## src/hdl/ufsef_pkg.sv

```systemverilog
// Shared types, constants and the control program of the spanning edge filter.
package ufsef_pkg;

   localparam int DEF_MAX_NODES     = 1024;
   localparam int DEF_WEIGHT_WIDTH  = 16;
   localparam int NODE_WIDTH        = 10;
   localparam int NODE_COUNT_WIDTH  = 11;
   localparam int EDGE_WEIGHT_WIDTH = 16;
   localparam int SUM_WIDTH         = 32;
   localparam int COUNT_WIDTH       = 10;
   localparam int RANK_WIDTH        = 4;
   localparam int CSR_INDEX_WIDTH   = 1;
   localparam int STEP_WIDTH        = 5;

   localparam logic [NODE_COUNT_WIDTH-1:0] NODE_COUNT_RESET = 11'd1024;

   localparam logic [CSR_INDEX_WIDTH-1:0] CSR_NODE_COUNT = 1'b0;
   localparam logic [CSR_INDEX_WIDTH-1:0] CSR_UNION_RULE = 1'b1;

   typedef logic [STEP_WIDTH-1:0] step_type;

   localparam step_type S_CLEAR    = 5'd0;
   localparam step_type S_RESUME   = 5'd1;
   localparam step_type S_IDLE     = 5'd2;
   localparam step_type S_START    = 5'd3;
   localparam step_type S_CHECK    = 5'd4;
   localparam step_type S_FA_READ  = 5'd5;
   localparam step_type S_FA_TEST  = 5'd6;
   localparam step_type S_FA_ROOT  = 5'd7;
   localparam step_type S_CA_READ  = 5'd8;
   localparam step_type S_CA_WRITE = 5'd9;
   localparam step_type S_CA_DONE  = 5'd10;
   localparam step_type S_FB_READ  = 5'd11;
   localparam step_type S_FB_TEST  = 5'd12;
   localparam step_type S_FB_ROOT  = 5'd13;
   localparam step_type S_CB_READ  = 5'd14;
   localparam step_type S_CB_WRITE = 5'd15;
   localparam step_type S_CB_DONE  = 5'd16;
   localparam step_type S_READ_A   = 5'd17;
   localparam step_type S_READ_B   = 5'd18;
   localparam step_type S_MERGE    = 5'd19;
   localparam step_type S_LINK     = 5'd20;
   localparam step_type S_WAIT     = 5'd21;
   localparam step_type S_EMIT     = 5'd22;

   typedef enum logic [2:0] {
      ADDR_CUR,
      ADDR_RA,
      ADDR_RB,
      ADDR_TOP,
      ADDR_CHILD,
      ADDR_CLR
   } addr_sel_type;

   typedef enum logic [2:0] {
      WR_NONE,
      WR_CLEAR,
      WR_LINK_ROOT,
      WR_MERGE,
      WR_LINK_CHILD
   } wr_sel_type;

   typedef enum logic [3:0] {
      OP_NONE,
      OP_CLEAR,
      OP_CAPTURE,
      OP_LOAD_A,
      OP_FOLLOW,
      OP_ROOT_A,
      OP_ROOT_B,
      OP_SAVE_A,
      OP_SAVE_B,
      OP_LATCH_A,
      OP_MERGE,
      OP_EMIT
   } op_type;

   typedef enum logic [3:0] {
      C_NEVER,
      C_ALWAYS,
      C_CLR_MORE,
      C_JOB,
      C_NO_REQ,
      C_START,
      C_BAD,
      C_PAR_NE_CUR,
      C_CUR_EQ_ROOT,
      C_RA_EQ_ROOT,
      C_RSP_BUSY
   } cond_type;

   typedef struct packed {
      logic         take;
      addr_sel_type addr_sel;
      wr_sel_type   wr_sel;
      op_type       op;
      cond_type     cond;
      step_type     target;
   } ctrl_word_type;

   typedef struct packed {
      logic clr_more;
      logic job;
      logic no_req;
      logic start;
      logic bad;
      logic par_ne_cur;
      logic cur_eq_root;
      logic ra_eq_root;
      logic rsp_busy;
   } flags_type;

   function automatic ctrl_word_type ucode_word(input step_type step);
      ctrl_word_type word;
      word = '{1'b0, ADDR_CUR, WR_NONE, OP_NONE, C_NEVER, S_IDLE};
      case (step)
         S_CLEAR:    word = '{1'b0, ADDR_CLR, WR_CLEAR, OP_CLEAR, C_CLR_MORE, S_CLEAR};
         S_RESUME:   word = '{1'b0, ADDR_CUR, WR_NONE, OP_NONE, C_JOB, S_CHECK};
         S_IDLE:     word = '{1'b1, ADDR_CUR, WR_NONE, OP_CAPTURE, C_NO_REQ, S_IDLE};
         S_START:    word = '{1'b0, ADDR_CUR, WR_NONE, OP_LOAD_A, C_START, S_CLEAR};
         S_CHECK:    word = '{1'b0, ADDR_CUR, WR_NONE, OP_NONE, C_BAD, S_WAIT};
         S_FA_READ:  word = '{1'b0, ADDR_CUR, WR_NONE, OP_NONE, C_NEVER, S_IDLE};
         S_FA_TEST:  word = '{1'b0, ADDR_CUR, WR_NONE, OP_FOLLOW, C_PAR_NE_CUR, S_FA_READ};
         S_FA_ROOT:  word = '{1'b0, ADDR_CUR, WR_NONE, OP_ROOT_A, C_NEVER, S_IDLE};
         S_CA_READ:  word = '{1'b0, ADDR_CUR, WR_NONE, OP_NONE, C_CUR_EQ_ROOT, S_CA_DONE};
         S_CA_WRITE: word = '{1'b0, ADDR_CUR, WR_LINK_ROOT, OP_FOLLOW, C_ALWAYS, S_CA_READ};
         S_CA_DONE:  word = '{1'b0, ADDR_CUR, WR_NONE, OP_SAVE_A, C_NEVER, S_IDLE};
         S_FB_READ:  word = '{1'b0, ADDR_CUR, WR_NONE, OP_NONE, C_NEVER, S_IDLE};
         S_FB_TEST:  word = '{1'b0, ADDR_CUR, WR_NONE, OP_FOLLOW, C_PAR_NE_CUR, S_FB_READ};
         S_FB_ROOT:  word = '{1'b0, ADDR_CUR, WR_NONE, OP_ROOT_B, C_NEVER, S_IDLE};
         S_CB_READ:  word = '{1'b0, ADDR_CUR, WR_NONE, OP_NONE, C_CUR_EQ_ROOT, S_CB_DONE};
         S_CB_WRITE: word = '{1'b0, ADDR_CUR, WR_LINK_ROOT, OP_FOLLOW, C_ALWAYS, S_CB_READ};
         S_CB_DONE:  word = '{1'b0, ADDR_CUR, WR_NONE, OP_SAVE_B, C_RA_EQ_ROOT, S_WAIT};
         S_READ_A:   word = '{1'b0, ADDR_RA, WR_NONE, OP_NONE, C_NEVER, S_IDLE};
         S_READ_B:   word = '{1'b0, ADDR_RB, WR_NONE, OP_LATCH_A, C_NEVER, S_IDLE};
         S_MERGE:    word = '{1'b0, ADDR_TOP, WR_MERGE, OP_MERGE, C_NEVER, S_IDLE};
         S_LINK:     word = '{1'b0, ADDR_CHILD, WR_LINK_CHILD, OP_NONE, C_NEVER, S_IDLE};
         S_WAIT:     word = '{1'b0, ADDR_CUR, WR_NONE, OP_NONE, C_RSP_BUSY, S_WAIT};
         S_EMIT:     word = '{1'b0, ADDR_CUR, WR_NONE, OP_EMIT, C_ALWAYS, S_IDLE};
         default:    word = '{1'b0, ADDR_CUR, WR_NONE, OP_NONE, C_ALWAYS, S_IDLE};
      endcase
      return word;
   endfunction

endpackage

```

## src/hdl/ufsef_datapath.sv

```systemverilog
// Node registers, merge logic, totals and result register of the filter.
module ufsef_datapath #(
   parameter int MAX_NODES    = ufsef_pkg::DEF_MAX_NODES,
   parameter int WEIGHT_WIDTH = ufsef_pkg::DEF_WEIGHT_WIDTH
) (
   input  logic                                   clock,
   input  logic                                   reset,
   input  ufsef_pkg::ctrl_word_type               ctrl,
   output ufsef_pkg::flags_type                   flags,
   input  logic [ufsef_pkg::NODE_COUNT_WIDTH-1:0] node_count,
   input  logic                                   union_rule,
   input  logic                                   req_valid,
   output logic                                   req_stall,
   input  logic                                   req_start_new,
   input  logic [ufsef_pkg::NODE_WIDTH-1:0]       req_node_a,
   input  logic [ufsef_pkg::NODE_WIDTH-1:0]       req_node_b,
   input  logic [ufsef_pkg::EDGE_WEIGHT_WIDTH-1:0] req_edge_weight,
   output logic                                   rsp_valid,
   input  logic                                   rsp_stall,
   output logic                                   rsp_accepted,
   output logic                                   rsp_bad_node,
   output logic [ufsef_pkg::SUM_WIDTH-1:0]        rsp_total_weight,
   output logic [ufsef_pkg::COUNT_WIDTH-1:0]      rsp_tree_edges,
   output logic [$clog2(MAX_NODES)-1:0]           mem_addr,
   output logic                                   mem_we_parent,
   output logic                                   mem_we_size,
   output logic                                   mem_we_rank,
   output logic [$clog2(MAX_NODES)-1:0]           mem_wr_parent,
   output logic [$clog2(MAX_NODES+1)-1:0]         mem_wr_size,
   output logic [ufsef_pkg::RANK_WIDTH-1:0]       mem_wr_rank,
   input  logic [$clog2(MAX_NODES)-1:0]           mem_rd_parent,
   input  logic [$clog2(MAX_NODES+1)-1:0]         mem_rd_size,
   input  logic [ufsef_pkg::RANK_WIDTH-1:0]       mem_rd_rank
);
   import ufsef_pkg::*;

   localparam int NW = $clog2(MAX_NODES);
   localparam int SW = $clog2(MAX_NODES+1);
   localparam int LW = (SW > NODE_COUNT_WIDTH) ? SW : NODE_COUNT_WIDTH;
   localparam int EW = (WEIGHT_WIDTH < EDGE_WEIGHT_WIDTH) ? WEIGHT_WIDTH : EDGE_WEIGHT_WIDTH;

   logic [NW-1:0]          clr_ff, clr_in;
   logic                   job_ff, job_in;
   logic                   start_ff, start_in;
   logic [NODE_WIDTH-1:0]  a_ff, a_in;
   logic [NODE_WIDTH-1:0]  b_ff, b_in;
   logic [EW-1:0]          w_ff, w_in;
   logic [NW-1:0]          cur_ff, cur_in;
   logic [NW-1:0]          root_ff, root_in;
   logic [NW-1:0]          ra_ff, ra_in;
   logic [NW-1:0]          rb_ff, rb_in;
   logic [NW-1:0]          child_ff, child_in;
   logic [NW-1:0]          top_ff, top_in;
   logic [SW-1:0]          size_a_ff, size_a_in;
   logic [RANK_WIDTH-1:0]  rank_a_ff, rank_a_in;
   logic                   acc_ff, acc_in;
   logic [SUM_WIDTH-1:0]   sum_ff, sum_in;
   logic [COUNT_WIDTH-1:0] count_ff, count_in;
   logic                   rsp_valid_ff, rsp_valid_in;
   logic                   rsp_acc_ff, rsp_acc_in;
   logic                   rsp_bad_ff, rsp_bad_in;
   logic [SUM_WIDTH-1:0]   rsp_sum_ff, rsp_sum_in;
   logic [COUNT_WIDTH-1:0] rsp_count_ff, rsp_count_in;

   logic [LW-1:0]          limit;
   logic                   bad;
   logic                   clr_last;
   logic                   rsp_busy;
   logic                   swap;
   logic [NW-1:0]          child_pick, top_pick;
   logic [RANK_WIDTH-1:0]  rank_child, rank_top, rank_new;
   logic [SW-1:0]          size_new;
   logic [SUM_WIDTH:0]     sum_wide;
   logic [SUM_WIDTH-1:0]   sum_next;
   logic [COUNT_WIDTH-1:0] count_next;

   always_comb begin
      limit = (LW'(node_count) > LW'(MAX_NODES)) ? LW'(MAX_NODES) : LW'(node_count);
      bad = (LW'(a_ff) >= limit) || (LW'(b_ff) >= limit);
      clr_last = (clr_ff == NW'(MAX_NODES - 1));
      rsp_busy = rsp_valid_ff && rsp_stall;

      swap = union_rule ? (rank_a_ff < mem_rd_rank) : (size_a_ff < mem_rd_size);
      child_pick = swap ? ra_ff : rb_ff;
      top_pick   = swap ? rb_ff : ra_ff;
      rank_child = swap ? rank_a_ff : mem_rd_rank;
      rank_top   = swap ? mem_rd_rank : rank_a_ff;
      rank_new   = (rank_top > rank_child) ? rank_top : rank_child;
      if ((rank_top == rank_child) && (rank_new != '1)) begin
         rank_new = rank_new + 1'b1;
      end
      size_new = size_a_ff + mem_rd_size;

      sum_wide   = {1'b0, sum_ff} + (SUM_WIDTH+1)'(w_ff);
      sum_next   = sum_wide[SUM_WIDTH] ? '1 : sum_wide[SUM_WIDTH-1:0];
      count_next = (count_ff == '1) ? count_ff : count_ff + 1'b1;
   end

   always_comb begin
      flags.clr_more    = !clr_last;
      flags.job         = job_ff;
      flags.no_req      = !req_valid;
      flags.start       = start_ff;
      flags.bad         = bad;
      flags.par_ne_cur  = (mem_rd_parent != cur_ff);
      flags.cur_eq_root = (cur_ff == root_ff);
      flags.ra_eq_root  = (ra_ff == root_ff);
      flags.rsp_busy    = rsp_busy;
   end

   always_comb begin
      case (ctrl.addr_sel)
         ADDR_CUR:   mem_addr = cur_ff;
         ADDR_RA:    mem_addr = ra_ff;
         ADDR_RB:    mem_addr = rb_ff;
         ADDR_TOP:   mem_addr = top_pick;
         ADDR_CHILD: mem_addr = child_ff;
         ADDR_CLR:   mem_addr = clr_ff;
         default:    mem_addr = cur_ff;
      endcase
      mem_we_parent = 1'b0;
      mem_we_size   = 1'b0;
      mem_we_rank   = 1'b0;
      mem_wr_parent = root_ff;
      mem_wr_size   = size_new;
      mem_wr_rank   = rank_new;
      case (ctrl.wr_sel)
         WR_CLEAR: begin
            mem_we_parent = 1'b1;
            mem_we_size   = 1'b1;
            mem_we_rank   = 1'b1;
            mem_wr_parent = clr_ff;
            mem_wr_size   = SW'(1);
            mem_wr_rank   = '0;
         end
         WR_LINK_ROOT: begin
            mem_we_parent = 1'b1;
         end
         WR_MERGE: begin
            mem_we_size = 1'b1;
            mem_we_rank = 1'b1;
         end
         WR_LINK_CHILD: begin
            mem_we_parent = 1'b1;
            mem_wr_parent = top_ff;
         end
         default: begin
         end
      endcase
   end

   always_comb begin
      clr_in       = clr_ff;
      job_in       = job_ff;
      start_in     = start_ff;
      a_in         = a_ff;
      b_in         = b_ff;
      w_in         = w_ff;
      cur_in       = cur_ff;
      root_in      = root_ff;
      ra_in        = ra_ff;
      rb_in        = rb_ff;
      child_in     = child_ff;
      top_in       = top_ff;
      size_a_in    = size_a_ff;
      rank_a_in    = rank_a_ff;
      acc_in       = acc_ff;
      sum_in       = sum_ff;
      count_in     = count_ff;
      rsp_acc_in   = rsp_acc_ff;
      rsp_bad_in   = rsp_bad_ff;
      rsp_sum_in   = rsp_sum_ff;
      rsp_count_in = rsp_count_ff;
      rsp_valid_in = rsp_busy;
      case (ctrl.op)
         OP_CLEAR: begin
            clr_in   = clr_last ? '0 : clr_ff + 1'b1;
            sum_in   = '0;
            count_in = '0;
         end
         OP_CAPTURE: begin
            if (req_valid) begin
               job_in   = 1'b1;
               start_in = req_start_new;
               a_in     = req_node_a;
               b_in     = req_node_b;
               w_in     = req_edge_weight[EW-1:0];
               acc_in   = 1'b0;
            end
         end
         OP_LOAD_A: begin
            cur_in = NW'(a_ff);
         end
         OP_FOLLOW: begin
            cur_in = mem_rd_parent;
         end
         OP_ROOT_A: begin
            root_in = cur_ff;
            cur_in  = NW'(a_ff);
         end
         OP_ROOT_B: begin
            root_in = cur_ff;
            cur_in  = NW'(b_ff);
         end
         OP_SAVE_A: begin
            ra_in  = root_ff;
            cur_in = NW'(b_ff);
         end
         OP_SAVE_B: begin
            rb_in = root_ff;
         end
         OP_LATCH_A: begin
            size_a_in = mem_rd_size;
            rank_a_in = mem_rd_rank;
         end
         OP_MERGE: begin
            child_in = child_pick;
            top_in   = top_pick;
            acc_in   = 1'b1;
            sum_in   = sum_next;
            count_in = count_next;
         end
         OP_EMIT: begin
            job_in       = 1'b0;
            rsp_valid_in = 1'b1;
            rsp_acc_in   = acc_ff;
            rsp_bad_in   = bad;
            rsp_sum_in   = sum_ff;
            rsp_count_in = count_ff;
         end
         default: begin
         end
      endcase
   end

   always_ff @(posedge clock) begin
      if (reset) begin
         clr_ff       <= '0;
         job_ff       <= 1'b0;
         rsp_valid_ff <= 1'b0;
      end else begin
         clr_ff       <= clr_in;
         job_ff       <= job_in;
         rsp_valid_ff <= rsp_valid_in;
      end
   end

   always_ff @(posedge clock) begin
      start_ff     <= start_in;
      a_ff         <= a_in;
      b_ff         <= b_in;
      w_ff         <= w_in;
      cur_ff       <= cur_in;
      root_ff      <= root_in;
      ra_ff        <= ra_in;
      rb_ff        <= rb_in;
      child_ff     <= child_in;
      top_ff       <= top_in;
      size_a_ff    <= size_a_in;
      rank_a_ff    <= rank_a_in;
      acc_ff       <= acc_in;
      sum_ff       <= sum_in;
      count_ff     <= count_in;
      rsp_acc_ff   <= rsp_acc_in;
      rsp_bad_ff   <= rsp_bad_in;
      rsp_sum_ff   <= rsp_sum_in;
      rsp_count_ff <= rsp_count_in;
   end

   assign req_stall        = !ctrl.take;
   assign rsp_valid        = rsp_valid_ff;
   assign rsp_accepted     = rsp_acc_ff;
   assign rsp_bad_node     = rsp_bad_ff;
   assign rsp_total_weight = rsp_sum_ff;
   assign rsp_tree_edges   = rsp_count_ff;

endmodule

```

## config.mk

```make
export PLATFORM = sky130hd
export DESIGN_NAME = ufsef_datapath
export DESIGN_NICKNAME = d
export VERILOG_FILES = /design/src/hdl/ufsef_pkg.sv /design/src/hdl/ufsef_datapath.sv
export SDC_FILE = /design/constraint.sdc
export NUM_CORES = 1
export LEC_CHECK = 0
export BUFFER_PORTS_ARGS = -buffer_cell sky130_fd_sc_hd__buf_2
export CORE_MARGIN = 1
export CORE_UTILIZATION = 57
export DETAILED_ROUTE_END_ITERATION = 8
export GPL_TIMING_DRIVEN = 0
export PLACE_DENSITY_LB_ADDON = 0.25
export SYNTH_ARGS = -nofsm -noshare
export SYNTH_HDL_FRONTEND = slang
export SYNTH_SLANG_ARGS = --single-unit
```

## constraint.sdc

```tcl
create_clock -name clock -period 6.6 [get_ports clock]
set_input_delay 0.66 -clock clock [delete_from_list [all_inputs] [get_ports clock]]
set_output_delay 0.66 -clock clock [all_outputs]
set_load 0.02 [all_outputs]
```

==> summary.txt <==
Post-Syn Area per Cell = 11.7 sq um
worst skew pair latency = 0.51 ns
crit path launch type = register
Final period util = 0.818
Slew Limit Headroom = 0.210
utilization after layout = 0.690
min-delay worst type = in -> reg
crit path buf inv count = 2
Worst Max-Slew Pin Slew = 1.18 ns
total wire length = 26600 um
most common library cell in the layout ignoring fill and taps = edfxtp_1
Die Y = 143 um
gpl congestion = 0.938
Yosys top cell by area = edfxtp_1
Via-to-Cell Ratio = 5.81
Top Family by Delay on Critical Path = compound AO/OA/AOI/OAI gates
Clock Skew = 0.0111 ns
Port Buffers = 175
Hold Fails Final Rpt = 0
CP endpoint kind = output pin
CTS H-tree depth = 1
dominant cells by area after synthesis = edfxtp_1 53%, ha_1 7.0%, a21oi_1 4.1%, xnor2_1 2.6%, xor2_1 2.4%
Clk pin slew, worst setup/hold paths = 0.06 ns
clk sinks = 211
largest net degree at the start of global routing = 28
maximum VDD drop = 199 uV
Arr. time, crit path = 4.74 ns
initial antenna violation count = 0
post_cts resized = 0
Yosys cell types = 76
CTS root buf = clkbuf_16
initial core utilization = 0.582
Slew Viols, Final = 0
CTS Hold Bufs = 0
final cell count without fillers = 1466
critical path's largest stage delay = 0.42 ns
Ports = 191
Clock Path Buffers = 3
max cap viols = 0
Seq cells post-synth = 211
fin crit period = 5.40 ns
Critical Path RT = 5.94 ns
post-CTS setup buffers = 0
routed len/inst = 18.1 um
post-synthesis cell count = 974
sequential fraction of the synthesis area = 0.547
Power, Total = 0.00322 W
CP Depth = 16
Antenna diodes = 0
crit-path max FO = 10
GR Overflow Total = 0
Rows = 51
Switching Share = 0.246
kind of critical path = reg -> out
most frequent cells in the layout = 199 x edfxtp_1, 180 x buf_2, 94 x a21oi_1, 64 x ha_1, 59 x inv_1
crit path to = mem_wr_rank[3]
R2R Path End = sum_ff[12]
Via Count = 8513
Main synth FF type = edfxtp_1
CP Cell Sequence = ha_1, nand4_1, a211o_1, o2111a_2, nor2_8, mux2_4, a32o_2, xor2_2, mux2_4, ha_1, clkbuf_1, a2111oi_0, nor2b_1, o21ai_0, a21oi_1, buf_2
status = finished, final reports clean
GRT Total Usage = 0.260
HPWL after DPL = 19300 um
total core area = 19500 sq um
DRC = 0
vias in the first global route = 8282
Setup crit start = size_a_ff[8]
DIE AREA = 20500 sq um
leak pwr = 5.28 nW
combinational share of power = 0.127
layout cells sized above 1 = 0.233
Ys Warns = 0
clock power share = 0.400
Post-synth EDFFs = 199
R2R Setup Slk = 3.34 ns
RSZ-0062 raised after global routing = false
Internal = 0.00243 W
Synth async-reset ratio = 0
fin nets = 1347
Seq pwr share = 0.473
worst r2r src = sum_ff[0]
Final Setup Violations = 0
Final ANT Viol Nets = 0
Sum Neg Setup Slack = 0 ns
CTS tree = yes
PwrDens = 239 nW/um^2
area grow syn2layout = 18.5%
drt pass-1 iters = 7
Reg2Reg Depth = 13
number of placed cells counting well taps = 1422
mapped cell area = 11400 sq um
top cell type's share of synthesized area = 0.525
first-pass GRT wire length = 41300 um
Psw = 0.000794 W
CTS Buf Count = 24
net count after synthesis = 1138
slowest stage cell on the critical path = a2111oi_0
Initial DRC Count = 576
Peak Freq = 185 MHz
die width = 143 um
==> through the flow <==
step	hold WS, ns	setup WS, ns	instance area (sq um)
CTS	0.307	1.21	13500
finish	0.324	1.20	13500
global route	0.302	0.963	13500
detailed placement	0.405	1.35	12700
global placement	0.403	-0.647	12600
floorplan	0.400	1.17	11400
==> state kept, by name, summed over array words and instances (netlist names), 10 cells and up <==
register	cells
child_ff	10
ra_ff	10
clr_ff	10
count_ff	10
b_ff	10
root_ff	10
rsp_total_weight	32
w_ff	16
rb_ff	10
size_a_ff	11
a_ff	10
rsp_tree_edges	10
top_ff	10
sum_ff	32
cur_ff	10
==> power groups by stage <==
stage	registers [W]	clock network [W]	logic [W]
final	0.00152	0.00129	0.000409
after global routing	0.00153	0.00136	0.000447
after CTS	0.00152	0.00131	0.000408
after detailed placement	0.00155	0	0.000405
after global placement	0.00155	0	0.000391
after floorplan	0.00155	0	0.000272
==> layout make-up <==
class                      count  area [sq um]
buffer                        40           183
clock buffer                  34           688
clock inverter                10          85.1
fill                        1483          6050
inverter                      59           221
multi-input combinational    664          4780
sequential                   211          6220
tap                          265           332
timing repair buffer         183           976
==> cells by family after synthesis <==
| group | synth area share |
|---|---|
| mux | 0.0277 |
| xor+xnor | 0.0515 |
| simple gates | 0.106 |
| flops | 0.547 |
| fa+ha+maj | 0.0739 |
| compound gates | 0.158 |
| buf+inv | 0.0355 |
==> routing by layer <==
layer  global-route usage  share of wire  up-vias
met3               0.0513          0.073       51
met5                    0              0        -
met1                0.327           0.42     4052
met4               0.0778          0.021        0
li1                     -              -     4107
met2                0.452           0.48      303
==> cell usage after synthesis, types with 3 or more instances <==
cell type and number:
o21bai_1 13, nor3_1 7, and2_1 5, inv_1 59, or3_1 13, nand2_1 49
o22ai_1 22, mux2i_1 6, o211ai_1 6, a211oi_1 8, buf_2 5, a22o_1 5
xor2_1 31, or2_2 3, ha_1 64, a21oi_1 94, o22a_1 4, a31oi_1 6
a311oi_1 4, o21ai_0 48, nor2_1 50, a222oi_1 10, o21a_1 10, edfxtp_1 199
mux2_2 20, o221a_2 5, nand2b_1 21, dfxtp_1 12, nor2b_1 11, buf_4 5
clkbuf_1 28, and4_1 3, a21o_1 11, nand4_1 12, a22oi_1 8, xnor2_1 34
and3_1 13, nand3_1 18, nor4_1 6
==> how the worst min path moves through the flow <==
stage,from,endpoint,slack [ns],cells after the start
floorplan,acc_ff,rsp_accepted,0.40,0
CTS,req_node_a[4],a_ff[4],0.31,1
finish,req_node_b[3],b_ff[3],0.32,1
global placement,acc_ff,rsp_accepted,0.40,0
global route,req_edge_weight[13],w_ff[13],0.30,1
detailed placement,acc_ff,rsp_accepted,0.40,0
No activity file was read; power rests on OpenSTA's default activity.
