--- src/hdl/ufsef_pkg.sv ---
// Shared types, constants and the control program of the spanning edge filter.
package ufsef_pkg;

   localparam int DEF_MAX_NODES     = 1024;
   localparam int DEF_WEIGHT_WIDTH  = 16;
   localparam int NODE_WIDTH        = 10;
   localparam int NODE_COUNT_WIDTH  = 11;
   localparam int EDGE_WEIGHT_WIDTH = 16;
   localparam int SUM_WIDTH         = 32;
   localparam int COUNT_WIDTH       = 10;
   localparam int RANK_WIDTH        = 4;
   localparam int CSR_INDEX_WIDTH   = 1;
   localparam int STEP_WIDTH        = 5;

   localparam logic [NODE_COUNT_WIDTH-1:0] NODE_COUNT_RESET = 11'd1024;

   localparam logic [CSR_INDEX_WIDTH-1:0] CSR_NODE_COUNT = 1'b0;
   localparam logic [CSR_INDEX_WIDTH-1:0] CSR_UNION_RULE = 1'b1;

   typedef logic [STEP_WIDTH-1:0] step_type;

   localparam step_type S_CLEAR    = 5'd0;
   localparam step_type S_RESUME   = 5'd1;
   localparam step_type S_IDLE     = 5'd2;
   localparam step_type S_START    = 5'd3;
   localparam step_type S_CHECK    = 5'd4;
   localparam step_type S_FA_READ  = 5'd5;
   localparam step_type S_FA_TEST  = 5'd6;
   localparam step_type S_FA_ROOT  = 5'd7;
   localparam step_type S_CA_READ  = 5'd8;
   localparam step_type S_CA_WRITE = 5'd9;
   localparam step_type S_CA_DONE  = 5'd10;
   localparam step_type S_FB_READ  = 5'd11;
   localparam step_type S_FB_TEST  = 5'd12;
   localparam step_type S_FB_ROOT  = 5'd13;
   localparam step_type S_CB_READ  = 5'd14;
   localparam step_type S_CB_WRITE = 5'd15;
   localparam step_type S_CB_DONE  = 5'd16;
   localparam step_type S_READ_A   = 5'd17;
   localparam step_type S_READ_B   = 5'd18;
   localparam step_type S_MERGE    = 5'd19;
   localparam step_type S_LINK     = 5'd20;
   localparam step_type S_WAIT     = 5'd21;
   localparam step_type S_EMIT     = 5'd22;

   typedef enum logic [2:0] {
      ADDR_CUR,
      ADDR_RA,
      ADDR_RB,
      ADDR_TOP,
      ADDR_CHILD,
      ADDR_CLR
   } addr_sel_type;

   typedef enum logic [2:0] {
      WR_NONE,
      WR_CLEAR,
      WR_LINK_ROOT,
      WR_MERGE,
      WR_LINK_CHILD
   } wr_sel_type;

   typedef enum logic [3:0] {
      OP_NONE,
      OP_CLEAR,
      OP_CAPTURE,
      OP_LOAD_A,
      OP_FOLLOW,
      OP_ROOT_A,
      OP_ROOT_B,
      OP_SAVE_A,
      OP_SAVE_B,
      OP_LATCH_A,
      OP_MERGE,
      OP_EMIT
   } op_type;

   typedef enum logic [3:0] {
      C_NEVER,
      C_ALWAYS,
      C_CLR_MORE,
      C_JOB,
      C_NO_REQ,
      C_START,
      C_BAD,
      C_PAR_NE_CUR,
      C_CUR_EQ_ROOT,
      C_RA_EQ_ROOT,
      C_RSP_BUSY
   } cond_type;

   typedef struct packed {
      logic         take;
      addr_sel_type addr_sel;
      wr_sel_type   wr_sel;
      op_type       op;
      cond_type     cond;
      step_type     target;
   } ctrl_word_type;

   typedef struct packed {
      logic clr_more;
      logic job;
      logic no_req;
      logic start;
      logic bad;
      logic par_ne_cur;
      logic cur_eq_root;
      logic ra_eq_root;
      logic rsp_busy;
   } flags_type;

   function automatic ctrl_word_type ucode_word(input step_type step);
      ctrl_word_type word;
      word = '{1'b0, ADDR_CUR, WR_NONE, OP_NONE, C_NEVER, S_IDLE};
      case (step)
         S_CLEAR:    word = '{1'b0, ADDR_CLR, WR_CLEAR, OP_CLEAR, C_CLR_MORE, S_CLEAR};
         S_RESUME:   word = '{1'b0, ADDR_CUR, WR_NONE, OP_NONE, C_JOB, S_CHECK};
         S_IDLE:     word = '{1'b1, ADDR_CUR, WR_NONE, OP_CAPTURE, C_NO_REQ, S_IDLE};
         S_START:    word = '{1'b0, ADDR_CUR, WR_NONE, OP_LOAD_A, C_START, S_CLEAR};
         S_CHECK:    word = '{1'b0, ADDR_CUR, WR_NONE, OP_NONE, C_BAD, S_WAIT};
         S_FA_READ:  word = '{1'b0, ADDR_CUR, WR_NONE, OP_NONE, C_NEVER, S_IDLE};
         S_FA_TEST:  word = '{1'b0, ADDR_CUR, WR_NONE, OP_FOLLOW, C_PAR_NE_CUR, S_FA_READ};
         S_FA_ROOT:  word = '{1'b0, ADDR_CUR, WR_NONE, OP_ROOT_A, C_NEVER, S_IDLE};
         S_CA_READ:  word = '{1'b0, ADDR_CUR, WR_NONE, OP_NONE, C_CUR_EQ_ROOT, S_CA_DONE};
         S_CA_WRITE: word = '{1'b0, ADDR_CUR, WR_LINK_ROOT, OP_FOLLOW, C_ALWAYS, S_CA_READ};
         S_CA_DONE:  word = '{1'b0, ADDR_CUR, WR_NONE, OP_SAVE_A, C_NEVER, S_IDLE};
         S_FB_READ:  word = '{1'b0, ADDR_CUR, WR_NONE, OP_NONE, C_NEVER, S_IDLE};
         S_FB_TEST:  word = '{1'b0, ADDR_CUR, WR_NONE, OP_FOLLOW, C_PAR_NE_CUR, S_FB_READ};
         S_FB_ROOT:  word = '{1'b0, ADDR_CUR, WR_NONE, OP_ROOT_B, C_NEVER, S_IDLE};
         S_CB_READ:  word = '{1'b0, ADDR_CUR, WR_NONE, OP_NONE, C_CUR_EQ_ROOT, S_CB_DONE};
         S_CB_WRITE: word = '{1'b0, ADDR_CUR, WR_LINK_ROOT, OP_FOLLOW, C_ALWAYS, S_CB_READ};
         S_CB_DONE:  word = '{1'b0, ADDR_CUR, WR_NONE, OP_SAVE_B, C_RA_EQ_ROOT, S_WAIT};
         S_READ_A:   word = '{1'b0, ADDR_RA, WR_NONE, OP_NONE, C_NEVER, S_IDLE};
         S_READ_B:   word = '{1'b0, ADDR_RB, WR_NONE, OP_LATCH_A, C_NEVER, S_IDLE};
         S_MERGE:    word = '{1'b0, ADDR_TOP, WR_MERGE, OP_MERGE, C_NEVER, S_IDLE};
         S_LINK:     word = '{1'b0, ADDR_CHILD, WR_LINK_CHILD, OP_NONE, C_NEVER, S_IDLE};
         S_WAIT:     word = '{1'b0, ADDR_CUR, WR_NONE, OP_NONE, C_RSP_BUSY, S_WAIT};
         S_EMIT:     word = '{1'b0, ADDR_CUR, WR_NONE, OP_EMIT, C_ALWAYS, S_IDLE};
         default:    word = '{1'b0, ADDR_CUR, WR_NONE, OP_NONE, C_ALWAYS, S_IDLE};
      endcase
      return word;
   endfunction

endpackage

--- src/hdl/ufsef_sequencer.sv ---
// Step counter and control store that drive the filter datapath.
module ufsef_sequencer (
   input  logic                     clock,
   input  logic                     reset,
   input  ufsef_pkg::flags_type     flags,
   output ufsef_pkg::ctrl_word_type ctrl
);
   import ufsef_pkg::*;

   step_type      upc_ff;
   step_type      upc_in;
   ctrl_word_type word;
   logic          jump;

   always_comb begin
      word = ucode_word(upc_ff);
      case (word.cond)
         C_NEVER:       jump = 1'b0;
         C_ALWAYS:      jump = 1'b1;
         C_CLR_MORE:    jump = flags.clr_more;
         C_JOB:         jump = flags.job;
         C_NO_REQ:      jump = flags.no_req;
         C_START:       jump = flags.start;
         C_BAD:         jump = flags.bad;
         C_PAR_NE_CUR:  jump = flags.par_ne_cur;
         C_CUR_EQ_ROOT: jump = flags.cur_eq_root;
         C_RA_EQ_ROOT:  jump = flags.ra_eq_root;
         C_RSP_BUSY:    jump = flags.rsp_busy;
         default:       jump = 1'b0;
      endcase
      upc_in = jump ? word.target : step_type'(upc_ff + 1'b1);
   end

   always_ff @(posedge clock) begin
      if (reset) begin
         upc_ff <= S_CLEAR;
      end else begin
         upc_ff <= upc_in;
      end
   end

   assign ctrl = word;

endmodule

--- config.mk ---
export PLATFORM = sky130hd
export DESIGN_NAME = ufsef_sequencer
export DESIGN_NICKNAME = d
export VERILOG_FILES = /design/src/hdl/ufsef_pkg.sv /design/src/hdl/ufsef_sequencer.sv
export SDC_FILE = /design/constraint.sdc
export NUM_CORES = 1
export LEC_CHECK = 0
export BUFFER_PORTS_ARGS = -buffer_cell sky130_fd_sc_hd__buf_2
export CORE_ASPECT_RATIO = 1.2
export CORE_MARGIN = 2
export CORE_UTILIZATION = 55
export CTS_CLUSTER_DIAMETER = 100
export CTS_CLUSTER_SIZE = 14
export DETAILED_ROUTE_END_ITERATION = 6
export PLACE_DENSITY = 0.81
export SYNTH_ARGS = -nofsm -noshare
export SYNTH_HDL_FRONTEND = slang
export SYNTH_SLANG_ARGS = --single-unit
export TNS_END_PERCENT = 1
--- constraint.sdc ---
create_clock -name clock -period 6.15 [get_ports clock]
set_input_delay 0.3075 -clock clock [delete_from_list [all_inputs] [get_ports clock]]
set_output_delay 0.3075 -clock clock [all_outputs]
set_load 0.005 [all_outputs]
==> qor_table.md, run 1 <==
| Item | Reported | Unit |
| --- | --- | --- |
| Status | completed | - |
| Post-synthesis instance total | 153 | - |
| Unrepaired setup endpoints after global routing | false | - |
| Global-route wire length before repair | 4710 | µm |
| Startpoint type of the worst setup path | register | - |
| Achievable frequency | 296 | MHz |
| Gate power share | 60.7 | % |
| Worst R2R Start | ctrl[6]$_DFF_P_ | - |
| Pin count of the biggest net entering global routing | 20 | - |
| CTS tree | built | - |
| Initial Utilization | 58.4 | % |
| Post-Route Setup TNS | 0 | ps |
| Multiplexer fraction of the synthesized cell area | 4.32 | % |
| Register-to-register setup slack | 2780 | ps |
| Number of enable flip-flop cells after synthesis | 0 | - |
| Share of final-layout standard cells stronger than drive strength 1 | 23.6 | % |
| Count of boundary I/O pins | 31 | - |
| Floorplan die area | 0.00289 | mm² |
| Required @ worst endpoint | 6380 | ps |
| Worst slew margin relative to its limit | 47.9 | % |
| Worst hold-check path type | in2reg | - |
| Number of antenna violations at the first check in global routing | 0 | - |
| Synthesized-area fraction occupied by xor and xnor cells | 2.58 | % |
| Total routing resource utilization after global routing | 21.5 | % |
| Resized Gates After CTS | 0 | - |
| Crit end category | register | - |
| Distinct cells, synth | 48 | - |
| Port-buffer cells | 30 | - |
| Bufs and invs on worst path | 1 | - |
| Family with the most delay on the worst path | simple AND/OR/NAND/NOR gates | - |
| Destination of the worst register-to-register timing path | ctrl[1]$_DFF_P_ | - |
| Num CTS Buffers | 3 | - |
| End point of the critical path | ctrl[1]$_DFF_P_ | - |
| WL per Instance | 14.6 | µm |
| Total wirelength of the detailed-routed design | 3050 | µm |
| Power Density | 549 | mW/mm² |
| Number of setup buffers added after CTS | 0 | - |
| Simple-gate share of the synthesized area | 18.8 | % |
| Post-Route Utilization | 64.5 | % |
| Number of nets produced by synthesis | 172 | - |
| Compound-gate portion of the synthesized area | 21.9 | % |
| Clock buffer depth | 2 | - |
| DRC violations left | 0 | - |
| Worst setup path category | reg2reg | - |
| H-tree level count | 1 | - |
| Hold violation count in the final report | 0 | - |
| Number of DRC markers after the initial detailed-route iteration | 45 | - |
| Avg Synthesized Cell Area | 8.89 | µm² |
| Cell depth of the worst setup path | 9 | - |
| Most used flip-flop cell after synthesis | sky130_fd_sc_hd__dfxtp_1 | - |
| Fraction of registers with async set/reset | 0 | % |
| Pint | 0.000449 | W |
| Routed Antenna Nets | 0 | - |
| Total net switching power | 0.000376 | W |
| Via/cell ratio | 5.59 | - |
| Total of endpoints with negative setup slack in the final report | 0 | - |
| Max stage delay cell, worst path | sky130_fd_sc_hd__mux2i_2 | - |
| Part of the cycle the worst path needs | 54.9 | % |
| Final net count | 198 | - |
| Largest voltage drop on the vdd net | 339 | µV |
| Cells on worst reg2reg path | 9 | - |
| Post-detailed-placement half-perimeter wirelength | 2290 | µm |
| Number of inserted diodes | 0 | - |
| Chip Width | 49.4 | µm |
| Switch share | 45.6 | % |
| Transition time at the pin with the least slew margin | 767 | ps |
| Maximum fanout along the worst path | 12 | - |
| Final weighted congestion in routability-driven placement | 0.909 | - |
| Number of filler cells placed in the layout | 234 | - |
| Number of max-capacitance violations reported | 0 | - |
| Fraction of power consumed by sequential logic | 30.7 | % |
| Chip Height | 58.5 | µm |
| Skew final | 3.53 | ps |
| Number of warnings printed during yosys synthesis | 0 | - |
| Standard-cell rows | 19 | - |
| Area overhead of the layout relative to synthesis | 10.5 | % |
| Clock tree root driver cell | sky130_fd_sc_hd__clkbuf_4 | - |
| Area share of fa/ha/maj cells after synthesis | 7.36 | % |
| Clock share of power | 8.6 | % |
| Clock Sinks | 25 | - |
| Delay contributed by the slowest stage of the critical path | 710 | ps |
| LEAKAGE | 0.734 | nW |
| Max-slew violation count | 0 | - |
| Critical Path Start | ctrl[6]$_DFF_P_ | - |
| Dominant combinational cell family by area after synthesis | compound AO/OA/AOI/OAI gates | - |
| Sequential fraction of the synthesis area | 36.8 | % |
| Vias in the first global route | 1066 | - |
| Post-Syn Area | 0.00136 | mm² |
| Congestion Overflow GR | 0 | - |
| Cell chain of the critical path | nand2b_1 > o21ai_1 > a221oi_2 > and2_1 > mux2i_2 > inv_2 > nor2_1 > a2bb2oi_1 > a22o_1 | - |
| Clk_lat worst skew | 320 | ps |
| Number of buffers inserted for hold repair after clock tree synthesis | 0 | - |
| Detailed-router iteration count before antenna repair | 4 | - |
| Core region area | 0.00233 | mm² |
| Final period demand of the worst path | 3370 | ps |
| Vias after detailed routing | 1168 | - |
| Post-synthesis sequential element count | 25 | - |
| Worst EP arrival | 3610 | ps |
| Clock transition at the registers of the reported paths | 120 | ps |
layout make-up:
cell class	instances	area (µm²)	share of cell area, %
Inverter	10	40.0	2.66
Sequential cell	25	500	33.3
Tap cell	31	38.8	2.58
Clock buffer	4	26.3	1.75
Timing Repair Buffer	30	150	9.99
Multi-Input combinational cell	109	747	49.7
registers in the layout, summed over array words and instances, names as in the netlist:
register  cells
ctrl         20
upc_ff        5
cell usage in the layout, fill, tap and decap left out, drive strengths merged, types with 2 or more instances in the layout:
cell	n
nand3b	5
and3	3
nand2b	2
ha	8
nor2	8
a21oi	11
nand2	19
a221oi	2
clkbuf	4
xor2	2
o21ai	4
inv	10
dfxtp	25
nand3	6
nor2b	3
a211oi	2
a31oi	3
nor3	2
xnor2	2
mux2i	4
o211ai	3
a22oi	2
a211o	3
buf	30
Yosys cell counts, drive strengths merged (4+ instances only):
| cell type | instances | share of area, % |
|---|---|---|
| nand2 | 19 | 5.2 |
| mux2i | 4 | 3.2 |
| buf | 8 | 5.1 |
| o21ai | 4 | 1.5 |
| inv | 10 | 2.9 |
| dfxtp | 25 | 37 |
| a21oi | 11 | 4.0 |
| nand3b | 5 | 2.8 |
| nor2 | 8 | 2.8 |
| ha | 8 | 7.4 |
| nand3 | 6 | 2.2 |
through the flow:
stage / total power, W / hold slack [ps] / area [µm²] / worst slack, ps / std cells
floorplan: 0.000657 / 529 / 1360 / 3610 / 153
global placement: 0.000740 / 684 / 1480 / 2990 / 205
detailed placement: 0.000751 / 683 / 1480 / 2810 / 205
CTS: 0.000824 / 400 / 1500 / 2810 / 209
global route: 0.000888 / 469 / 1500 / 2470 / 209
finish: 0.000825 / 420 / 1500 / 2780 / 209
routing by layer:
layer	up-vias	GRT usage [%]	share of wire (%)
li1	589	-	-
met2	44	39.4	50
met5	-	0	0
met1	530	24.8	43
met3	5	3.30	5.5
met4	0	9.92	1.8
power groups by stage:
stage          clock network [W]  logic, W  registers (W)
3_3_place_gp                   0  0.000487       0.000253
6_report               0.0000709  0.000501       0.000253
2_1_floorplan                  0  0.000399       0.000258
3_5_place_dp                   0  0.000494       0.000257
5_1_grt                0.0000785  0.000549       0.000260
4_1_cts                0.0000724  0.000498       0.000254
worst min path at each step:
stage / from / slack, ps / to / depth (start not counted)
after floorplan: reset / 530 / ctrl[10]$_DFF_P_ / 3
after global placement: ctrl[18]$_DFF_P_ / 680 / ctrl[18] / 1
after detailed placement: ctrl[12]$_SDFF_PP0_ / 680 / ctrl[12] / 1
after CTS: reset / 400 / ctrl[10]$_DFF_P_ / 4
after global routing: reset / 470 / ctrl[10]$_DFF_P_ / 4
final: reset / 420 / ctrl[10]$_DFF_P_ / 4
worst min-delay path, cell delays in order:
cell and delay [ps]:
sky130_fd_sc_hd__buf_2 140, sky130_fd_sc_hd__nor2_1 60, sky130_fd_sc_hd__o211ai_1 100, sky130_fd_sc_hd__a31oi_1 90
cell families (layout without fill, tap and decap cells):
group / Yosys count / after routing
and+or+nand+nor: 51 / 51
buffers and inverters: 19 / 44
adders and majority gates: 8 / 8
AOI/OAI and AO/OA: 41 / 41
muxes: 5 / 5
DFF: 25 / 25
xor gates and xnor gates: 4 / 4
No activity file was read; power rests on OpenSTA's default activity.
==> run 2, diff against run 1 <==
--- a/config.mk
+++ b/config.mk
@@ -8,11 +8,11 @@
 export BUFFER_PORTS_ARGS = -buffer_cell sky130_fd_sc_hd__buf_2
 export CORE_ASPECT_RATIO = 1.2
 export CORE_MARGIN = 2
-export CORE_UTILIZATION = 55
+export CORE_UTILIZATION = 53
 export CTS_CLUSTER_DIAMETER = 100
 export CTS_CLUSTER_SIZE = 14
 export DETAILED_ROUTE_END_ITERATION = 6
-export PLACE_DENSITY = 0.81
+export PLACE_DENSITY = 0.79
 export SYNTH_ARGS = -nofsm -noshare
 export SYNTH_HDL_FRONTEND = slang
 export SYNTH_SLANG_ARGS = --single-unit
==> constraint.sdc (replaced) <==
create_clock -name clock -period 3.4 [get_ports clock]
set_input_delay 0.17 -clock clock [delete_from_list [all_inputs] [get_ports clock]]
set_output_delay 0.17 -clock clock [all_outputs]
set_load 0.005 [all_outputs]
==> qor_table.md, run 2 (synthesized netlist as in run 1, its figures left out) <==
| Item | Reported | Unit |
| --- | --- | --- |
| LEAKAGE | 0.743 | nW |
| Part of the cycle the worst path needs | 86.9 | % |
| Final period demand of the worst path | 2950 | ps |
| Congestion Overflow GR | 0 | - |
| Area overhead of the layout relative to synthesis | 11.8 | % |
| Clock transition at the registers of the reported paths | 130 | ps |
| Number of inserted diodes | 0 | - |
| Resized Gates After CTS | 0 | - |
| Number of setup buffers added after CTS | 0 | - |
| Hold path start | reset | - |
| WL per Instance | 15.0 | µm |
| Num CTS Buffers | 3 | - |
| Final standard cell count with taps included and fillers excluded | 213 | - |
| Fraction of power consumed by sequential logic | 30.1 | % |
| Max-slew violation count | 0 | - |
| Total routing resource utilization after global routing | 23.3 | % |
| Vias in the first global route | 1131 | - |
| Standard-cell rows | 20 | - |
| Gate power share | 61.2 | % |
| Core region area | 0.00248 | mm² |
| Worst EP arrival | 3170 | ps |
| Number of filler cells placed in the layout | 216 | - |
| Worst slew margin relative to its limit | 54.8 | % |
| Worst hold-check path type | in2reg | - |
| Largest voltage drop on the vdd net | 530 | µV |
| Number of max-capacitance violations reported | 0 | - |
| DRC violations left | 0 | - |
| Instance count after placement with tap cells included | 209 | - |
| Largest register FFs | 20 | - |
| Power Density | 995 | mW/mm² |
| Hold violation count in the final report | 0 | - |
| Global-route wire length before repair | 5270 | µm |
| Detailed-router iteration count before antenna repair | 4 | - |
| Clk_lat worst skew | 320 | ps |
| CTS tree | built | - |
| Floorplan die area | 0.00299 | mm² |
| Clock buffer depth | 2 | - |
| Post-detailed-placement half-perimeter wirelength | 2350 | µm |
| Register-to-register setup slack | 450 | ps |
| Worst R2R Start | ctrl[6]$_DFF_P_ | - |
| Share of final-layout standard cells stronger than drive strength 1 | 24.4 | % |
| Min-Delay Path Depth | 4 | - |
| Total of endpoints with negative setup slack in the final report | 0 | - |
| Chip Width | 50.2 | µm |
| Final net count | 200 | - |
| Clock share of power | 8.7 | % |
| Routed Antenna Nets | 0 | - |
| Hold EP | ctrl[10]$_DFF_P_ | - |
| Switch share | 45.7 | % |
| Skew final | 6.16 | ps |
| Most common library cell in the layout ignoring fill and taps | sky130_fd_sc_hd__buf_2 | - |
| Total wirelength of the detailed-routed design | 3210 | µm |
| Chip Height | 59.5 | µm |
| Leading cell types in the layout, fill and taps excluded | sky130_fd_sc_hd__buf_2, sky130_fd_sc_hd__dfxtp_1, sky130_fd_sc_hd__nand2_1, sky130_fd_sc_hd__a21oi_1, sky130_fd_sc_hd__ha_1 | - |
| Required @ worst endpoint | 3620 | ps |
| Vias after detailed routing | 1240 | - |
| Number of antenna violations at the first check in global routing | 0 | - |
| H-tree level count | 1 | - |
| Initial Utilization | 54.9 | % |
| Worst setup path category | reg2reg | - |
| Startpoint type of the worst setup path | register | - |
| Cells on worst reg2reg path | 11 | - |
| Port-buffer cells | 30 | - |
| Crit end category | register | - |
| Number of buffers inserted for hold repair after clock tree synthesis | 0 | - |
| Via/cell ratio | 5.82 | - |
| Clock Sinks | 25 | - |
| Clock tree root driver cell | sky130_fd_sc_hd__clkbuf_4 | - |
| Pint | 0.000822 | W |
| Achievable frequency | 338 | MHz |
| Final weighted congestion in routability-driven placement | 0.973 | - |
| Total net switching power | 0.000691 | W |
| Unrepaired setup endpoints after global routing | false | - |
| Pin count of the biggest net entering global routing | 15 | - |
| Count of boundary I/O pins | 31 | - |
| Number of DRC markers after the initial detailed-route iteration | 77 | - |
| Post-Route Setup TNS | 0 | ps |
| Destination of the worst register-to-register timing path | ctrl[5]$_DFF_P_ | - |
| Status | completed | - |
| Maximum fanout along the worst path | 8 | - |
| Transition time at the pin with the least slew margin | 676 | ps |
[run 2: cell types whose count changed in the layout (fill, tap and decap cells not counted)]
cell	delta
sky130_fd_sc_hd__buf_4	+2
[run 2: power by group through the flow]
| stage | logic [W] | registers (W) | clock network (W) |
|---|---|---|---|
| floorplan | 0.000722 | 0.000467 | 0 |
| global placement | 0.000895 | 0.000459 | 0 |
| detailed placement | 0.000904 | 0.000464 | 0 |
| CTS | 0.000911 | 0.000457 | 0.000139 |
| global route | 0.00102 | 0.000470 | 0.000146 |
| finish | 0.000925 | 0.000456 | 0.000131 |
[run 2: critical path, stage by stage, from the launching register on]
cell                       delay (ps)
sky130_fd_sc_hd__dfxtp_1          460
sky130_fd_sc_hd__nand2b_1         180
sky130_fd_sc_hd__o21ai_1           80
sky130_fd_sc_hd__a221oi_2         350
sky130_fd_sc_hd__and2_1           320
sky130_fd_sc_hd__mux2i_1          240
sky130_fd_sc_hd__or2_1            280
sky130_fd_sc_hd__inv_2            140
sky130_fd_sc_hd__ha_1             290
sky130_fd_sc_hd__nand2_1          160
sky130_fd_sc_hd__a21oi_1           90
sky130_fd_sc_hd__o31a_1           280
[run 2: per-stage QoR]
step                      total power, W  hold WS (ps)  setup WS [ps]  area (µm²)  utilization (%)
after floorplan                  0.00119           391            860        1360                -
after global placement           0.00135           546            513        1490             60.3
after detailed placement         0.00137           546            505        1490             60.3
after CTS                        0.00151           282            474        1520             61.4
after global routing             0.00164           307            270        1520             61.4
final                            0.00151           289            445        1520             61.4
[run 2: final cells by class]
type / instances / area, µm² / area share (%)
inverters: 10 / 40.0 / 2.63
multi-input cells: 109 / 747 / 49.1
flip-flops and latches: 25 / 500 / 32.9
well taps: 33 / 41.3 / 2.72
repair buffers: 32 / 165 / 10.9
clock buffers: 4 / 26.3 / 1.73
[run 2: metal layers]
metal / up-vias / share of wire [%] / track usage, %
li1: 599 / - / -
met1: 575 / 41 / 29.5
met2: 61 / 49 / 40.2
met3: 5 / 8.7 / 2.78
met4: 0 / 1.3 / 9.52
met5: - / 0 / 0
[run 2: worst max-delay path by stage]
stage / startpoint / endpoint / cells after the start
floorplan: ctrl[6]$_DFF_P_ / ctrl[6]$_DFF_P_ / 12
global placement: ctrl[6]$_DFF_P_ / ctrl[5]$_DFF_P_ / 11
detailed placement: ctrl[6]$_DFF_P_ / ctrl[5]$_DFF_P_ / 11
CTS: ctrl[6]$_DFF_P_ / ctrl[5]$_DFF_P_ / 11
global route: ctrl[6]$_DFF_P_ / ctrl[8]$_DFF_P_ / 9
finish: ctrl[6]$_DFF_P_ / ctrl[5]$_DFF_P_ / 11
==> run 3, diff against run 2 <==
--- a/config.mk
+++ b/config.mk
@@ -8,11 +8,12 @@
 export BUFFER_PORTS_ARGS = -buffer_cell sky130_fd_sc_hd__buf_2
 export CORE_ASPECT_RATIO = 1.2
 export CORE_MARGIN = 2
-export CORE_UTILIZATION = 53
+export CORE_UTILIZATION = 55
+export CTS_BUF_LIST = sky130_fd_sc_hd__clkbuf_2
 export CTS_CLUSTER_DIAMETER = 100
 export CTS_CLUSTER_SIZE = 14
 export DETAILED_ROUTE_END_ITERATION = 6
-export PLACE_DENSITY = 0.79
+export PLACE_DENSITY = 0.81
 export SYNTH_ARGS = -nofsm -noshare
 export SYNTH_HDL_FRONTEND = slang
 export SYNTH_SLANG_ARGS = --single-unit
==> qor_table.md, run 3 (synthesized netlist as in run 1, its figures left out) <==
| Item | Reported | Unit |
| --- | --- | --- |
| Status | completed | - |
| Fin worst setup slack | 408 | ps |
| Power Density | 993 | mW/mm² |
| Most common library cell in the layout ignoring fill and taps | sky130_fd_sc_hd__buf_2 | - |
| Leading cell types in the layout, fill and taps excluded | sky130_fd_sc_hd__buf_2, sky130_fd_sc_hd__dfxtp_1, sky130_fd_sc_hd__nand2_1, sky130_fd_sc_hd__a21oi_1, sky130_fd_sc_hd__ha_1 | - |
| Transition time at the pin with the least slew margin | 625 | ps |
| Port-buffer cells | 30 | - |
| Vias in the first global route | 1051 | - |
| Number of antenna violations at the first check in global routing | 0 | - |
| Post-Route Utilization | 64.9 | % |
| Clock buffer depth | 2 | - |
| Startpoint type of the worst setup path | register | - |
| WL per Instance | 15.3 | µm |
| Final weighted congestion in routability-driven placement | 0.958 | - |
| Number of buffers inserted for hold repair after clock tree synthesis | 0 | - |
| Count of boundary I/O pins | 31 | - |
| Clock tree root driver cell | sky130_fd_sc_hd__clkbuf_2 | - |
| CTS tree | built | - |
| H-tree level count | 1 | - |
| Achievable frequency | 334 | MHz |
| Part of the cycle the worst path needs | 88.0 | % |
| Largest voltage drop on the vdd net | 677 | µV |
| Gate power share | 61.7 | % |
| Number of DRC markers after the initial detailed-route iteration | 78 | - |
| Num CTS Buffers | 3 | - |
| Clk_lat worst skew | 360 | ps |
| Floorplan die area | 0.00289 | mm² |
| Share of final-layout standard cells stronger than drive strength 1 | 25.0 | % |
| Cells on worst reg2reg path | 10 | - |
| Initial Utilization | 58.4 | % |
| Post-Route Setup TNS | 0 | ps |
| Dpl ws | 451 | ps |
| Resized Gates After CTS | 0 | - |
| Final standard cell count with taps included and fillers excluded | 211 | - |
| Number of filler cells placed in the layout | 212 | - |
| LEAKAGE | 0.744 | nW |
| Skew final | 18.2 | ps |
| Clock share of power | 7.7 | % |
| Core region area | 0.00233 | mm² |
| Crit end category | register | - |
| Minimum hold slack | 228 | ps |
| Vias after detailed routing | 1237 | - |
| Clock Sinks | 25 | - |
| Unrepaired setup endpoints after global routing | false | - |
| Standard-cell rows | 19 | - |
| Number of inserted diodes | 0 | - |
| Min-Delay Path Depth | 4 | - |
| Total wirelength of the detailed-routed design | 3230 | µm |
| Final net count | 200 | - |
| Total of endpoints with negative setup slack in the final report | 0 | - |
| Worst slew margin relative to its limit | 58.2 | % |
| Instance count after placement with tap cells included | 207 | - |
| Chip Width | 49.4 | µm |
| Clock transition at the registers of the reported paths | 240 | ps |
| Required @ worst endpoint | 3680 | ps |
| Detailed-router iteration count before antenna repair | 4 | - |
| Total routing resource utilization after global routing | 22.1 | % |
| Global-route wire length before repair | 4840 | µm |
| Worst hold-check path type | in2reg | - |
| Total net switching power | 0.000699 | W |
| DRC violations left | 0 | - |
| Maximum fanout along the worst path | 7 | - |
| Pint | 0.000802 | W |
| Max-slew violation count | 0 | - |
| Number of max-capacitance violations reported | 0 | - |
| Congestion Overflow GR | 0 | - |
| Chip Height | 58.5 | µm |
| Area overhead of the layout relative to synthesis | 11.1 | % |
| Switch share | 46.6 | % |
| Via/cell ratio | 5.86 | - |
| Number of setup buffers added after CTS | 0 | - |
| Largest register FFs | 20 | - |
| Pin count of the biggest net entering global routing | 15 | - |
| Post-detailed-placement half-perimeter wirelength | 2340 | µm |
| Routed Antenna Nets | 0 | - |
| Final period demand of the worst path | 2990 | ps |
| Worst setup path category | reg2reg | - |
| Fraction of power consumed by sequential logic | 30.6 | % |
| Hold violation count in the final report | 0 | - |
| Worst EP arrival | 3280 | ps |
## run 3: cell count changes in the layout (fill, tap and decap cells not counted), sizes merged
| cell | delta |
|---|---|
| clkinv | +1 |
| clkbuf | -1 |
## run 3: worst paths after layout
| kind | start | end | slack [ps] |
|---|---|---|---|
| setup / recovery | ctrl[6]$_DFF_P_ | ctrl[2]$_DFF_P_ | 410 |
| hold / removal | reset | ctrl[10]$_DFF_P_ | 230 |
| setup reg to reg | ctrl[6]$_DFF_P_ | ctrl[2]$_DFF_P_ | 410 |
| hold reg to reg | ctrl[1]$_DFF_P_ | ctrl[10]$_DFF_P_ | 800 |
## run 3: power groups by stage
| stage | sequential [W] | combinational [W] | clock [W] |
|---|---|---|---|
| after floorplan | 0.000467 | 0.000722 | 0 |
| after global placement | 0.000458 | 0.000885 | 0 |
| after detailed placement | 0.000466 | 0.000903 | 0 |
| after CTS | 0.000460 | 0.000909 | 0.000119 |
| after global routing | 0.000470 | 0.00101 | 0.000124 |
| final | 0.000460 | 0.000926 | 0.000115 |
## run 3: per-layer routing
layer  track usage [%]  vias to the layer above  share of wire, %
met4              11.9                        0               2.2
met2              39.6                       58                50
met1              26.0                      573                42
met5                 0                        -                 0
li1                  -                      597                 -
met3              2.79                        9               5.8
## run 3: worst max-delay path, stage by stage (launching register included)
cell and delay [ps]:
sky130_fd_sc_hd__dfxtp_1 480, sky130_fd_sc_hd__nand2b_1 180, sky130_fd_sc_hd__o21ai_1 80, sky130_fd_sc_hd__a221oi_2 380
sky130_fd_sc_hd__and2_1 320, sky130_fd_sc_hd__a211o_1 350, sky130_fd_sc_hd__inv_1 190, sky130_fd_sc_hd__ha_1 300
sky130_fd_sc_hd__mux2i_1 220, sky130_fd_sc_hd__nor3_1 90, sky130_fd_sc_hd__a311o_1 330
## run 3: final cells by class
cell class,count,area (µm²),area share [%]
multi-input combinational,109,747,49.4
sequential,25,500,33.1
timing repair buffer,32,165,10.9
inverter,10,40.0,2.65
tap,31,38.8,2.57
clock buffer,3,15.0,0.993
clock inverter,1,5.00,0.331
## run 3: per-stage QoR
| stage | total power [W] | area (µm²) |
|---|---|---|
| 6_report | 0.00150 | 1510 |
| 3_5_place_dp | 0.00137 | 1490 |
| 5_1_grt | 0.00160 | 1510 |
| 2_1_floorplan | 0.00119 | 1360 |
| 3_3_place_gp | 0.00134 | 1490 |
| 4_1_cts | 0.00149 | 1510 |
